==> src/rtl/core/pula_pkg.sv <==
// ----------------------------------------------------------------------------
// pula_pkg
// Types and constants shared by the pixel unpack to luminance-alpha unit.
// ----------------------------------------------------------------------------
package pula_pkg;

	// Field widths of the configuration registers and state.
	localparam int MODE_W   = 2;
	localparam int DIM_W    = 13;
	localparam int ROWLEN_W = 14;
	localparam int ALIGN_W  = 4;
	localparam int POS_W    = 27;
	localparam int STRIDE_W = 14;
	localparam int CFG_IDX_W  = 8;
	localparam int CFG_DATA_W = 32;

	// Saturation point of the byte position counter.
	localparam logic [POS_W-1:0] POS_MAX = '1;

	// Pair byte that stands for full coverage.
	localparam logic [7:0] BYTE_FULL = 8'hff;

	// Cycles from a register write until the layout check has settled.
	localparam logic [2:0] SETTLE_CYCLES = 3'd4;

	// Register indexes.
	localparam logic [CFG_IDX_W-1:0] REG_TRANSFORM_MODE = 8'd0;
	localparam logic [CFG_IDX_W-1:0] REG_IMAGE_WIDTH    = 8'd1;
	localparam logic [CFG_IDX_W-1:0] REG_IMAGE_HEIGHT   = 8'd2;
	localparam logic [CFG_IDX_W-1:0] REG_ROW_LENGTH     = 8'd3;
	localparam logic [CFG_IDX_W-1:0] REG_ROW_ALIGNMENT  = 8'd4;
	localparam logic [CFG_IDX_W-1:0] REG_SKIP_ROWS      = 8'd5;
	localparam logic [CFG_IDX_W-1:0] REG_SKIP_PIXELS    = 8'd6;
	localparam logic [CFG_IDX_W-1:0] REG_BUFFER_BYTES   = 8'd7;

	// Transform modes.
	localparam logic [MODE_W-1:0] MODE_LUMINANCE = 2'd0;
	localparam logic [MODE_W-1:0] MODE_ALPHA     = 2'd1;
	localparam logic [MODE_W-1:0] MODE_RED       = 2'd2;

	typedef enum logic [1:0] {
		ST_IDLE  = 2'd0,
		ST_WALK  = 2'd1,
		ST_DONE  = 2'd2,
		ST_ERROR = 2'd3
	} walk_status_t;

	typedef struct packed {
		logic [7:0] src_byte;
		logic       buffer_start;
	} in_item_t;

	typedef struct packed {
		logic [7:0] first_out;
		logic [7:0] second_out;
		logic       last_pair;
		logic       layout_error;
	} out_item_t;

	typedef struct packed {
		logic [CFG_IDX_W-1:0]  index;
		logic [CFG_DATA_W-1:0] wdata;
	} cfg_req_t;

	typedef struct packed {
		logic [MODE_W-1:0]   transform_mode;
		logic [DIM_W-1:0]    image_width;
		logic [DIM_W-1:0]    image_height;
		logic [ROWLEN_W-1:0] row_length;
		logic [ALIGN_W-1:0]  row_alignment;
		logic [DIM_W-1:0]    skip_rows;
		logic [ROWLEN_W-1:0] skip_pixels;
		logic [POS_W-1:0]    buffer_bytes;
	} cfg_regs_t;

	// Result of the layout check, latched by the walker at buffer start.
	typedef struct packed {
		logic                ok;
		logic [STRIDE_W-1:0] stride;
		logic [POS_W-1:0]    offset;
	} layout_t;

endpackage

==> src/rtl/core/pula_stream_if.sv <==
// ----------------------------------------------------------------------------
// pula_stream_if
// Valid/ready channel carrying one request payload per handshake.
// ----------------------------------------------------------------------------
interface pula_stream_if #(
	parameter type payload_t = logic
);
	logic     valid;
	logic     ready;
	payload_t data;

	modport source (output valid, output data, input ready);
	modport sink (input valid, input data, output ready);
endinterface

==> src/rtl/core/pula_layout.sv <==
// ----------------------------------------------------------------------------
// pula_layout
// Four-stage pipeline that checks the unpack layout and derives stride and
// start offset from the configuration registers.
// ----------------------------------------------------------------------------
module pula_layout (
	input  logic                clk,
	input  pula_pkg::cfg_regs_t regs,
	output pula_pkg::layout_t   layout
);

	localparam int STR_W  = pula_pkg::STRIDE_W + 1;
	localparam int PROD_W = pula_pkg::DIM_W + STR_W;
	localparam int SUM_W  = PROD_W + 1;
	localparam int REQ_W  = SUM_W + 1;

	logic [pula_pkg::ALIGN_W-1:0]  align_m1;
	logic [pula_pkg::ROWLEN_W-1:0] pixels;
	logic [STR_W-1:0]              stride_sum;
	logic                          align_ok;
	logic                          dims_ok;
	logic                          fit_ok;

	logic             ok_s1;
	logic [STR_W-1:0] stride_s1;
	logic             ok_s2;
	logic [STR_W-1:0] stride_s2;
	logic [PROD_W-1:0] prod_skip_s2;
	logic [PROD_W-1:0] prod_rows_s2;
	logic             ok_s3;
	logic [STR_W-1:0] stride_s3;
	logic [SUM_W-1:0] offset_s3;
	logic [SUM_W-1:0] tail_s3;
	logic [REQ_W-1:0] required;

	// Stage one: alignment, dimension and row fit checks, and the stride.
	always_comb begin
		align_m1 = regs.row_alignment - 4'd1;
		align_ok = (regs.row_alignment == 4'd1) || (regs.row_alignment == 4'd2) ||
			(regs.row_alignment == 4'd4) || (regs.row_alignment == 4'd8);
		dims_ok = (regs.image_width != '0) && (regs.image_height != '0);
		pixels = (regs.row_length != '0) ? regs.row_length : {1'b0, regs.image_width};
		fit_ok = (pixels >= {1'b0, regs.image_width}) &&
			(regs.skip_pixels <= (pixels - {1'b0, regs.image_width}));
		stride_sum = {1'b0, pixels} + {{(STR_W-pula_pkg::ALIGN_W){1'b0}}, align_m1};
	end

	always_ff @(posedge clk) begin
		ok_s1 <= align_ok && dims_ok && fit_ok;
		stride_s1 <= stride_sum & ~{{(STR_W-pula_pkg::ALIGN_W){1'b0}}, align_m1};
	end

	// Stage two: skipped rows and image rows times the stride.
	always_ff @(posedge clk) begin
		ok_s2 <= ok_s1;
		stride_s2 <= stride_s1;
		prod_skip_s2 <= {{STR_W{1'b0}}, regs.skip_rows} * {{pula_pkg::DIM_W{1'b0}}, stride_s1};
		prod_rows_s2 <= {{STR_W{1'b0}}, regs.image_height - 13'd1} *
			{{pula_pkg::DIM_W{1'b0}}, stride_s1};
	end

	// Stage three: start offset and the span of the image after it.
	always_ff @(posedge clk) begin
		ok_s3 <= ok_s2;
		stride_s3 <= stride_s2;
		offset_s3 <= {1'b0, prod_skip_s2} +
			{{(SUM_W-pula_pkg::ROWLEN_W){1'b0}}, regs.skip_pixels};
		tail_s3 <= {1'b0, prod_rows_s2} +
			{{(SUM_W-pula_pkg::DIM_W){1'b0}}, regs.image_width};
	end

	// Stage four: required bytes against the buffer size.
	assign required = {1'b0, offset_s3} + {1'b0, tail_s3};

	always_ff @(posedge clk) begin
		layout.ok <= ok_s3 &&
			(required <= {{(REQ_W-pula_pkg::POS_W){1'b0}}, regs.buffer_bytes});
		layout.stride <= stride_s3[pula_pkg::STRIDE_W-1:0];
		layout.offset <= offset_s3[pula_pkg::POS_W-1:0];
	end

endmodule

==> src/rtl/core/pula_walker.sv <==
// ----------------------------------------------------------------------------
// pula_walker
// Walks the image region over the incoming byte stream and registers one
// luminance-alpha pair or error result per accepted byte that yields one.
// ----------------------------------------------------------------------------
module pula_walker (
	input  logic                 clk,
	input  logic                 arst_n,
	input  logic                 hold,
	input  pula_pkg::cfg_regs_t  regs,
	input  pula_pkg::layout_t    layout,
	input  logic                 item_valid,
	input  pula_pkg::in_item_t   item,
	output logic                 item_ready,
	output logic                 res_valid,
	output pula_pkg::out_item_t  res,
	input  logic                 res_ready
);

	pula_pkg::walk_status_t        status_q;
	pula_pkg::walk_status_t        status_n;
	logic [pula_pkg::POS_W-1:0]    pos_q;
	logic [pula_pkg::POS_W-1:0]    pos_n;
	logic [pula_pkg::POS_W-1:0]    row_start_q;
	logic [pula_pkg::POS_W-1:0]    row_start_n;
	logic [pula_pkg::STRIDE_W-1:0] stride_q;
	logic [pula_pkg::STRIDE_W-1:0] stride_n;
	logic [pula_pkg::DIM_W-1:0]    row_q;
	logic [pula_pkg::DIM_W-1:0]    row_n;
	logic [pula_pkg::DIM_W-1:0]    col_q;
	logic [pula_pkg::DIM_W-1:0]    col_n;
	logic [pula_pkg::DIM_W-1:0]    col_inc;
	logic [pula_pkg::DIM_W-1:0]    row_inc;
	logic                          emit;
	logic                          take;
	logic                          res_valid_q;
	pula_pkg::out_item_t           res_n;
	pula_pkg::out_item_t           res_q;

	// A new byte is taken when src is not held off and the result register is free or drains.
	assign item_ready = !hold && (!res_valid_q || res_ready);
	assign take = item_valid && item_ready;
	assign res_valid = res_valid_q;
	assign res = res_q;

	// Next walk state and result for the byte on the input.
	always_comb begin
		status_n = status_q;
		pos_n = pos_q;
		row_start_n = row_start_q;
		stride_n = stride_q;
		row_n = row_q;
		col_n = col_q;
		emit = 1'b0;
		res_n = '0;
		col_inc = '0;
		row_inc = '0;

		if (item.buffer_start && !layout.ok) begin
			// Rejected layout: one error result, then ignore the buffer.
			status_n = pula_pkg::ST_ERROR;
			pos_n = {{(pula_pkg::POS_W-1){1'b0}}, 1'b1};
			emit = 1'b1;
			res_n.last_pair = 1'b1;
			res_n.layout_error = 1'b1;
		end else begin
			if (item.buffer_start) begin
				status_n = pula_pkg::ST_WALK;
				pos_n = '0;
				row_start_n = layout.offset;
				stride_n = layout.stride;
				row_n = '0;
				col_n = '0;
			end
			if (status_n == pula_pkg::ST_WALK) begin
				if (pos_n != pula_pkg::POS_MAX) begin
					pos_n = pos_n + 27'd1;
				end
				// The position before the increment decides image membership.
				if ((item.buffer_start ? '0 : pos_q) >= row_start_n) begin
					emit = 1'b1;
					col_inc = col_n + 13'd1;
					if (col_inc >= regs.image_width) begin
						col_n = '0;
						row_inc = row_n + 13'd1;
						row_n = row_inc;
						row_start_n = row_start_n +
							{{(pula_pkg::POS_W-pula_pkg::STRIDE_W){1'b0}}, stride_n};
						if (row_inc >= regs.image_height) begin
							status_n = pula_pkg::ST_DONE;
							res_n.last_pair = 1'b1;
						end
					end else begin
						col_n = col_inc;
					end
					case (regs.transform_mode)
						pula_pkg::MODE_LUMINANCE: begin
							res_n.first_out = item.src_byte;
							res_n.second_out = pula_pkg::BYTE_FULL;
						end
						pula_pkg::MODE_RED: begin
							res_n.first_out = item.src_byte;
							res_n.second_out = item.src_byte;
						end
						default: begin
							res_n.first_out = pula_pkg::BYTE_FULL;
							res_n.second_out = item.src_byte;
						end
					endcase
				end
			end
		end
	end

	// Walk state registers.
	always_ff @(posedge clk or negedge arst_n) begin
		if (!arst_n) begin
			status_q <= pula_pkg::ST_IDLE;
			pos_q <= '0;
			row_start_q <= '0;
			stride_q <= '0;
			row_q <= '0;
			col_q <= '0;
		end else if (take) begin
			status_q <= status_n;
			pos_q <= pos_n;
			row_start_q <= row_start_n;
			stride_q <= stride_n;
			row_q <= row_n;
			col_q <= col_n;
		end
	end

	// Result register valid flag.
	always_ff @(posedge clk or negedge arst_n) begin
		if (!arst_n) begin
			res_valid_q <= 1'b0;
		end else if (take && emit) begin
			res_valid_q <= 1'b1;
		end else if (res_ready) begin
			res_valid_q <= 1'b0;
		end
	end

	// Result payload.
	always_ff @(posedge clk) begin
		if (take && emit) begin
			res_q <= res_n;
		end
	end

endmodule

==> src/rtl/core/pixel_unpack_to_luminance_alpha_unit.sv <==
// ----------------------------------------------------------------------------
// pixel_unpack_to_luminance_alpha_unit
// Expands the image bytes of an aligned client pixel buffer into
// luminance-alpha pairs, rejecting layouts that do not fit.
//
//   Channel  Role    Payload                                       Request
//   src      sink    src_byte, buffer_start                        one byte
//   dst      source  first_out, second_out, last_pair, layout_error one pair
//   cfg      sink    index, wdata                                  one write
//
// One byte per cycle is accepted while src is not held off; a pair appears
// in the result register the cycle after its byte. The per-byte path is
// one position compare and the column, row and row-start updates.
// After reset and after every register write, src is held off until the
// settle counter is zero, while the layout check pipeline (two multipliers,
// wide adds, buffer size compare) settles. Writes are accepted in every cycle.
// A stalled dst only holds src off while the result register is full.
// ----------------------------------------------------------------------------
module pixel_unpack_to_luminance_alpha_unit (
	input  logic               clk,
	input  logic               arst_n,
	pula_stream_if.sink        src,
	pula_stream_if.source      dst,
	pula_stream_if.sink        cfg
);

	pula_pkg::cfg_regs_t regs_q;
	pula_pkg::layout_t   layout;
	logic [2:0]          settle_q;
	logic                cfg_take;

	assign cfg.ready = 1'b1;
	assign cfg_take = cfg.valid && cfg.ready;

	// Configuration registers; writes beyond the list are dropped.
	always_ff @(posedge clk or negedge arst_n) begin
		if (!arst_n) begin
			regs_q.transform_mode <= pula_pkg::MODE_LUMINANCE;
			regs_q.image_width <= 13'd1;
			regs_q.image_height <= 13'd1;
			regs_q.row_length <= '0;
			regs_q.row_alignment <= 4'd4;
			regs_q.skip_rows <= '0;
			regs_q.skip_pixels <= '0;
			regs_q.buffer_bytes <= '0;
		end else if (cfg_take) begin
			case (cfg.data.index)
				pula_pkg::REG_TRANSFORM_MODE: begin
					regs_q.transform_mode <= cfg.data.wdata[pula_pkg::MODE_W-1:0];
				end
				pula_pkg::REG_IMAGE_WIDTH: begin
					regs_q.image_width <= cfg.data.wdata[pula_pkg::DIM_W-1:0];
				end
				pula_pkg::REG_IMAGE_HEIGHT: begin
					regs_q.image_height <= cfg.data.wdata[pula_pkg::DIM_W-1:0];
				end
				pula_pkg::REG_ROW_LENGTH: begin
					regs_q.row_length <= cfg.data.wdata[pula_pkg::ROWLEN_W-1:0];
				end
				pula_pkg::REG_ROW_ALIGNMENT: begin
					regs_q.row_alignment <= cfg.data.wdata[pula_pkg::ALIGN_W-1:0];
				end
				pula_pkg::REG_SKIP_ROWS: begin
					regs_q.skip_rows <= cfg.data.wdata[pula_pkg::DIM_W-1:0];
				end
				pula_pkg::REG_SKIP_PIXELS: begin
					regs_q.skip_pixels <= cfg.data.wdata[pula_pkg::ROWLEN_W-1:0];
				end
				pula_pkg::REG_BUFFER_BYTES: begin
					regs_q.buffer_bytes <= cfg.data.wdata[pula_pkg::POS_W-1:0];
				end
				default: begin
				end
			endcase
		end
	end

	// Settle counter: restarts on each write, counts down to zero.
	always_ff @(posedge clk or negedge arst_n) begin
		if (!arst_n) begin
			settle_q <= pula_pkg::SETTLE_CYCLES;
		end else if (cfg_take) begin
			settle_q <= pula_pkg::SETTLE_CYCLES;
		end else if (settle_q != '0) begin
			settle_q <= settle_q - 3'd1;
		end
	end

	pula_layout u_layout (
		.clk    (clk),
		.regs   (regs_q),
		.layout (layout)
	);

	pula_walker u_walker (
		.clk        (clk),
		.arst_n     (arst_n),
		.hold       (settle_q != '0),
		.regs       (regs_q),
		.layout     (layout),
		.item_valid (src.valid),
		.item       (src.data),
		.item_ready (src.ready),
		.res_valid  (dst.valid),
		.res        (dst.data),
		.res_ready  (dst.ready)
	);

	// An error result carries zero pair bytes and closes the buffer.
	a_error_shape : assert property (@(posedge clk) disable iff (!arst_n)
		(dst.valid && dst.data.layout_error) |->
		(dst.data.last_pair && (dst.data.first_out == '0) && (dst.data.second_out == '0)))
		else $error("error result with pair bytes or without last_pair");

	// A register write holds off input bytes until the layout has settled.
	a_write_holds : assert property (@(posedge clk) disable iff (!arst_n)
		cfg_take |=> !src.ready)
		else $error("input accepted right after a register write");

	// The result register is never overwritten while it still waits.
	a_no_overrun : assert property (@(posedge clk) disable iff (!arst_n)
		src.ready |-> (!dst.valid || dst.ready))
		else $error("input accepted while a result is stalled");

endmodule

==> src/flat_wrapper.sv <==
// flat-port wrapper written by rule: the top's interface ports become plain ports
module pixel_unpack_to_luminance_alpha_unit_flat 
  (clk, arst_n, src_valid, src_data, src_ready, dst_valid, dst_data, dst_ready, cfg_valid, cfg_data, cfg_ready);
  pula_stream_if #(.payload_t(pula_pkg::in_item_t)) src_i ();
  pula_stream_if #(.payload_t(pula_pkg::out_item_t)) dst_i ();
  pula_stream_if #(.payload_t(pula_pkg::cfg_req_t)) cfg_i ();
  input  logic clk;
  input  logic arst_n;
  input wire logic [$bits(src_i.valid)-1:0] src_valid;
  input wire logic [$bits(src_i.data)-1:0] src_data;
  output wire logic [$bits(src_i.ready)-1:0] src_ready;
  output wire logic [$bits(dst_i.valid)-1:0] dst_valid;
  output wire logic [$bits(dst_i.data)-1:0] dst_data;
  input wire logic [$bits(dst_i.ready)-1:0] dst_ready;
  input wire logic [$bits(cfg_i.valid)-1:0] cfg_valid;
  input wire logic [$bits(cfg_i.data)-1:0] cfg_data;
  output wire logic [$bits(cfg_i.ready)-1:0] cfg_ready;
  assign src_i.valid = src_valid;
  assign src_i.data = src_data;
  assign src_ready = src_i.ready;
  assign dst_valid = dst_i.valid;
  assign dst_data = dst_i.data;
  assign dst_i.ready = dst_ready;
  assign cfg_i.valid = cfg_valid;
  assign cfg_i.data = cfg_data;
  assign cfg_ready = cfg_i.ready;
  pixel_unpack_to_luminance_alpha_unit u_core (.clk(clk), .arst_n(arst_n), .src(src_i), .dst(dst_i), .cfg(cfg_i));
endmodule
==> config.mk <==
export PLATFORM = sky130hd
export DESIGN_NAME = pixel_unpack_to_luminance_alpha_unit_flat
export DESIGN_NICKNAME = d
export VERILOG_FILES = /design/src/rtl/core/pula_pkg.sv /design/src/rtl/core/pula_stream_if.sv /design/src/rtl/core/pula_layout.sv /design/src/rtl/core/pula_walker.sv /design/src/rtl/core/pixel_unpack_to_luminance_alpha_unit.sv /design/src/flat_wrapper.sv
export SDC_FILE = /design/constraint.sdc
export NUM_CORES = 2
export LEC_CHECK = 0
export BUFFER_PORTS_ARGS = -buffer_cell sky130_fd_sc_hd__buf_2
export CAP_MARGIN = 40
export CELL_PAD_IN_SITES_DETAIL_PLACEMENT = 2
export CELL_PAD_IN_SITES_GLOBAL_PLACEMENT = 2
export CORE_MARGIN = 2
export CORE_UTILIZATION = 40
export CTS_CLUSTER_SIZE = 30
export DETAILED_ROUTE_END_ITERATION = 10
export GPL_TIMING_DRIVEN = 1
export PLACE_DENSITY_LB_ADDON = 0.08
export REMOVE_ABC_BUFFERS = 1
export SETUP_SLACK_MARGIN = 0.05
export SYNTH_ARGS = -nofsm -noshare
export SYNTH_HDL_FRONTEND = slang
export SYNTH_SLANG_ARGS = --single-unit
==> constraint.sdc <==
create_clock -name clk -period 12 [get_ports clk]
set_input_delay 2.4 -clock clk [delete_from_list [all_inputs] [get_ports clk]]
set_output_delay 2.4 -clock clk [all_outputs]
set_load 0.02 [all_outputs]
; After elaboration in Yosys (flattened, before gate mapping)
; Cells that the tools add are included.
[totals]
regBits = 420
inputBits = 54
out_inout_bits = 21
word_cells = 149
[op_classes]
add_sub_neg = 12
n_mul = 2
magnitude_cmp = 6
n_eq_ne = 14
mux = 43
bitwise = 5
n_reduce_logical = 34
[ops]
columns = op, n
row1 = 27-bit two-way mux, 10
row2 = 13-bit two-way mux, 10
row3 = 13-bit by 15-bit multiplier with 28-bit output, 2
row4 = 14-bit two-way mux, 3
row5 = "8-bit by 3-bit equality test with 1-bit output, second input constant", 4
row6 = 16-bit case mux with 2 select lines, 1
row7 = 29-bit by 29-bit adder with 30-bit output, 1
row8 = 30-bit by 27-bit less-or-equal comparator with 1-bit output, 1
row9 = 28-bit by 13-bit adder with 29-bit output, 1
row10 = 28-bit by 14-bit adder with 29-bit output, 1
row11 = "27-bit by 1-bit adder with 27-bit output, second input constant", 1
row12 = 27-bit by 14-bit adder with 27-bit output, 1
row13 = 27-bit >= comparator, 1
row14 = "27-bit inequality test, second input constant", 1
row15 = "13-bit by 1-bit adder with 13-bit output, second input constant", 2
row16 = 13-bit >= comparator, 2
row17 = 13-bit nonzero test, 2
row18 = 2-bit AND reduction, 9
row19 = "8-bit by 2-bit equality test with 1-bit output, second input constant", 2
row20 = 14-bit by 4-bit adder with 15-bit output, 1
row21 = 15-bit AND, 1
row22 = 4-bit NOT with 15-bit output, 1
row23 = 14-bit by 13-bit >= comparator with 1-bit output, 1
row24 = 14-bit less-or-equal comparator, 1
row25 = 24 further kinds, 56

; Depth between registers and ports, before layout
[depth]
word_depth = 10
mapped_depth = 27
ltp_nobuf = 26

; Cells and area by module
; Synthesis repeated with hierarchy kept, for this count alone.
[unflattened]
cells_unflattened = 3586
hier_area_um2 = 34400.5
[modules_own_cells]
columns = mod, n_inst, cells_per_inst, area_per_inst_um2, seq_area_each_um2
row1 = pula_layout, 1, 2331, 21423.0, 4043.9
row2 = pula_walker, 1, 1017, 9037.4, 2967.8
row3 = pixel_unpack_to_luminance_alpha_unit, 1, 238, 3940.0, 2582.5

; Least setup slack after synthesis
; No wires, ideal clock.
[synth_path]
path_kind = register -> register
from = register u_core.regs_q[72] (netlist name)
to = register u_core.u_layout.prod_rows_s2[23]
setup_ns = 0.120
t_arrival_ns = 6.453
t_required_ns = 11.880
path_slack_ns = 5.427
stages_incl_launch_ff = 25
n_path_buf = 1
synth_period_minus_slack_ns = 6.573
path_cell_list = dfstp_2 -> inv_1 -> ha_1 -> nand4_1 -> or4_1 -> or4_1 -> nand2_1 -> buf_2 -> nand2_1 -> fa_1 -> fa_1 -> inv_1 -> fa_1 -> fa_1 -> inv_1 -> fa_1 -> inv_1 -> ha_1 -> and4_1 -> a22o_1 -> o21ai_0 -> inv_1 -> a21boi_0 -> o21ai_0 -> xnor2_1
[synth_between]
elab_chain_cells = 2
[synth_lines]
columns = item, line
row1 = from (decl), pixel_unpack_to_luminance_alpha_unit.sv:27  ; pula_pkg::cfg_regs_t regs_q;
row2 = 13-bit by 1-bit subtractor with 13-bit output, pula_layout.sv:58  ; prod_rows_s2 <= {{STR_W{1'b0}}, regs.image_height - 13'd1} *
row3 = 13-bit by 15-bit multiplier with 28-bit output, pula_layout.sv:58
row4 = to (signal assigned), pula_layout.sv:58
row5 = to (decl), pula_layout.sv:29  ; logic [PROD_W-1:0] prod_rows_s2;
; Every way passes these cells.
; A chain may end at the register's enable or synchronous reset.

; Final worst setup path
; Ends and elaborated chain as after synthesis.

==> impl_metrics.ini <==
[worst_setup_path]
required_ns = 12.48
reg2reg_slack_ns = 3.89
path_cells = inv_1 > ha_1 > nand4_1 > or4_1 > or4_1 > nand2_1 > nand2_1 > fa_1 > fa_1 > inv_1 > fa_1 > fa_1 > inv_1 > fa_1 > inv_1 > ha_1 > and4_1 > a22o_1 > o21ai_0 > inv_1 > a21boi_0 > o21ai_0 > xnor2_1
worst_setup_path_end_kind = register
r2r-start = u_core.regs_q[72]$_DFFE_PN1P_
cp.arrival_ns = 8.60
crit_start = u_core.regs_q[72]$_DFFE_PN1P_
cp_max_fo = 18
reg2reg_depth = 23
slowest_delay_ns = 0.60
worstSetupPathType = reg -> reg
cp_slowest_cell = or4_1
startpoint_type = register
endpoint = u_core.u_layout.prod_rows_s2[23]$_DFF_P_
reg2reg_to = u_core.u_layout.prod_rows_s2[23]$_DFF_P_

[sta]
grt_setup_unrepaired = false
period_share_pct = 67.6
slew_headroom_pct = 41.8
fmax_ghz = 0.123
min_period_ns = 8.11
finalSetupViolations = 0
clock_skew_ns = 0.0256
hold_viol = 0
tns_ns = 0
final-max-slew-violation-count = 0
worst_slew_pin_slew_ns = 0.873

[detailed_routing]
drc = 0
ant_nets = 0
top_layer = met5
wl_per_cell_um = 23.1
wl_met2_mm = 57.8
vias = 26300
route.met3.wl_mm = 2.52
vias_per_cell = 5.40
wl_met1_mm = 48.6
postRouteWirelength_mm = 112
first_iter_violations = 1015
first_pass_iters = 5

[logic_synthesis]
yosys.area.top_type_share_pct = 17.1
yosys.area.top_type = fa_1
synth_area_leaders = fa_1 17%, dfrtp_1 14%, ha_1 12%
synth_commonest_cells = 480 x inv_1, 419 x nand2_1, 334 x ha_1, 292 x fa_1, 202 x dfxtp_1
synth_warnings = 0
synth_cell_type_count = 92
ys_ff_latch = 420
avgSynthCellArea_um2 = 9.37
seq_area_frac_synth_pct = 28.1
async_reset_ff_share_pct = 47.6
synth_edf_count = 18
netlist_area_um2 = 34200
synth_cells = 3646
synth_ff_type = dfxtp_1
yosysMostFrequentCell = inv_1

[cells_and_area]
syn_to_final_growth_pct = 9.85
drive_gt1_share_pct = 9.37
fillers = 9226
nets = 4363
instances_no_fill = 4872

[global_route]
grt_pass1_wl_mm = 176
grt_usage_pct = 26.0
antenna_found_initial = 7
grt_overflow = 0
grt_pass1_vias = 30100
grt_max_degree = 93

[clocking]
cts_resized = 0
cts_tree = yes
cts.htree.levels = 2
cts.clk_slew.worst_paths_ns = 0.07
clk_latency_ns = 0.61
ctsHoldBuffers = 0
postCtsSetupBuffers = 0
cts.sinks = 420
root_buffer = clkbuf_16
cts_buffer_depth = 3
cts_buffers = 49

[placement]
dp_hpwl_mm = 86.7
numPortBuffers = 68
gp_congestion = 0.866
dpl.cell_count = 4776

[die]
core_area_um2 = 84900
dieArea_um2 = 87800
initial_core_util_pct = 40.3
die_x_um = 296
die_h_um = 296
fp-row-count = 107
io_pins = 75

[outcome]
outcome = finished clean

[worst_hold_path]
worstHoldPathType = reg -> reg

[job]
drv_cap = 0
## cell usage in the layout, fill, tap and decap left out, types with 45 or more instances in the layout
master,n
nand2_1,419
buf_2,66
dfrtp_1,196
ha_1,334
nand4_1,45
and2_1,155
nor2_1,173
xor2_1,49
mux2_2,114
nor2b_1,68
a21oi_1,133
o21ai_0,137
xnor2_1,126
a21o_1,70
inv_1,480
fa_1,292
clkbuf_16,52
nor3_1,49
dfxtp_1,199
nand3_1,76
## registers in the layout (all words and copies together) (netlist names), 13 cells and up
register,count
u_core.regs_q,100
u_core.u_layout.layout,42
u_core.u_layout.offset_s3,29
u_core.u_layout.prod_rows_s2,28
u_core.u_layout.prod_skip_s2,28
u_core.u_layout.stride_s1,15
u_core.u_layout.stride_s2,14
u_core.u_layout.stride_s3,14
u_core.u_layout.tail_s3,29
u_core.u_walker.col_q,13
u_core.u_walker.pos_q,27
u_core.u_walker.res,18
u_core.u_walker.row_q,13
u_core.u_walker.row_start_q,27
u_core.u_walker.stride_q,14
## cell families after synthesis
kind of cell	Yosys count	share of synthesized area [%]
and+or+nand+nor	1137	16.4
muxes	143	4.62
AOI/OAI and AO/OA	537	10.1
other	1	0.0110
buffers and inverters	602	6.75
adders and majority gates	626	29.3
DFF	420	28.1
xor gates and xnor gates	180	4.61
## worst max-delay path, delay by kind of cell, from the launching register on
kind	cells	cell delay, ns
flip-flops	1	0.53
adder cells (fa/ha/maj)	7	3.34
buffers and inverters	5	0.47
AO/OA/AOI/OAI	4	1.20
AND/OR/NAND/NOR	6	2.29
XOR/XNOR	1	0.14
## final cells by class
cell class | count | area [µm²] | area share, %
Multi-Input combinational cell | 2624 | 22300 | 59.5
Clock inverter | 18 | 150 | 0.400
Antenna cell | 5 | 12.5 | 0.0333
Inverter | 482 | 1810 | 4.83
Sequential cell | 420 | 9600 | 25.6
Clock buffer | 73 | 1500 | 4.00
Timing Repair Buffer | 106 | 709 | 1.89
Tap cell | 1144 | 1430 | 3.81
## stage by stage
step	hold slack (ns)	utilization (%)	instance area (µm²)	setup slack, ns
after global routing	0.326	44.2	37500	3.40
after detailed placement	0.314	42.3	35900	3.83
after floorplan	0.310	-	33700	5.11
after CTS	0.323	44.2	37500	3.79
after global placement	0.310	42.1	35700	4.02
final	0.317	44.2	37500	3.89
## metal layers
| layer | vias to the layer above | global-route usage [%] |
|---|---|---|
| met1 | 13800 | 32.1 |
| met3 | 139 | 2.19 |
| met4 | 2 | 8.02 |
| met5 | - | 0 |
| met2 | 316 | 47.9 |
| li1 | 12100 | - |
## how the worst min path moves through the flow
| stage | start | end | cells past startpoint |
|---|---|---|---|
| floorplan | u_core.u_layout.stride_s3[0]$_DFF_P_ | u_core.u_layout.layout[27]$_DFF_P_ | 0 |
| global placement | u_core.u_layout.stride_s3[6]$_DFF_P_ | u_core.u_layout.layout[33]$_DFF_P_ | 0 |
| detailed placement | u_core.u_layout.stride_s2[13]$_DFF_P_ | u_core.u_layout.stride_s3[13]$_DFF_P_ | 0 |
| CTS | u_core.u_layout.stride_s3[4]$_DFF_P_ | u_core.u_layout.layout[31]$_DFF_P_ | 0 |
| global route | u_core.u_layout.stride_s3[9]$_DFF_P_ | u_core.u_layout.layout[36]$_DFF_P_ | 0 |
| finish | u_core.u_layout.stride_s3[4]$_DFF_P_ | u_core.u_layout.layout[31]$_DFF_P_ | 0 |
Power is not shown: default switching activity piles up to over one toggle a cycle in this logic, so the estimate is an artifact.
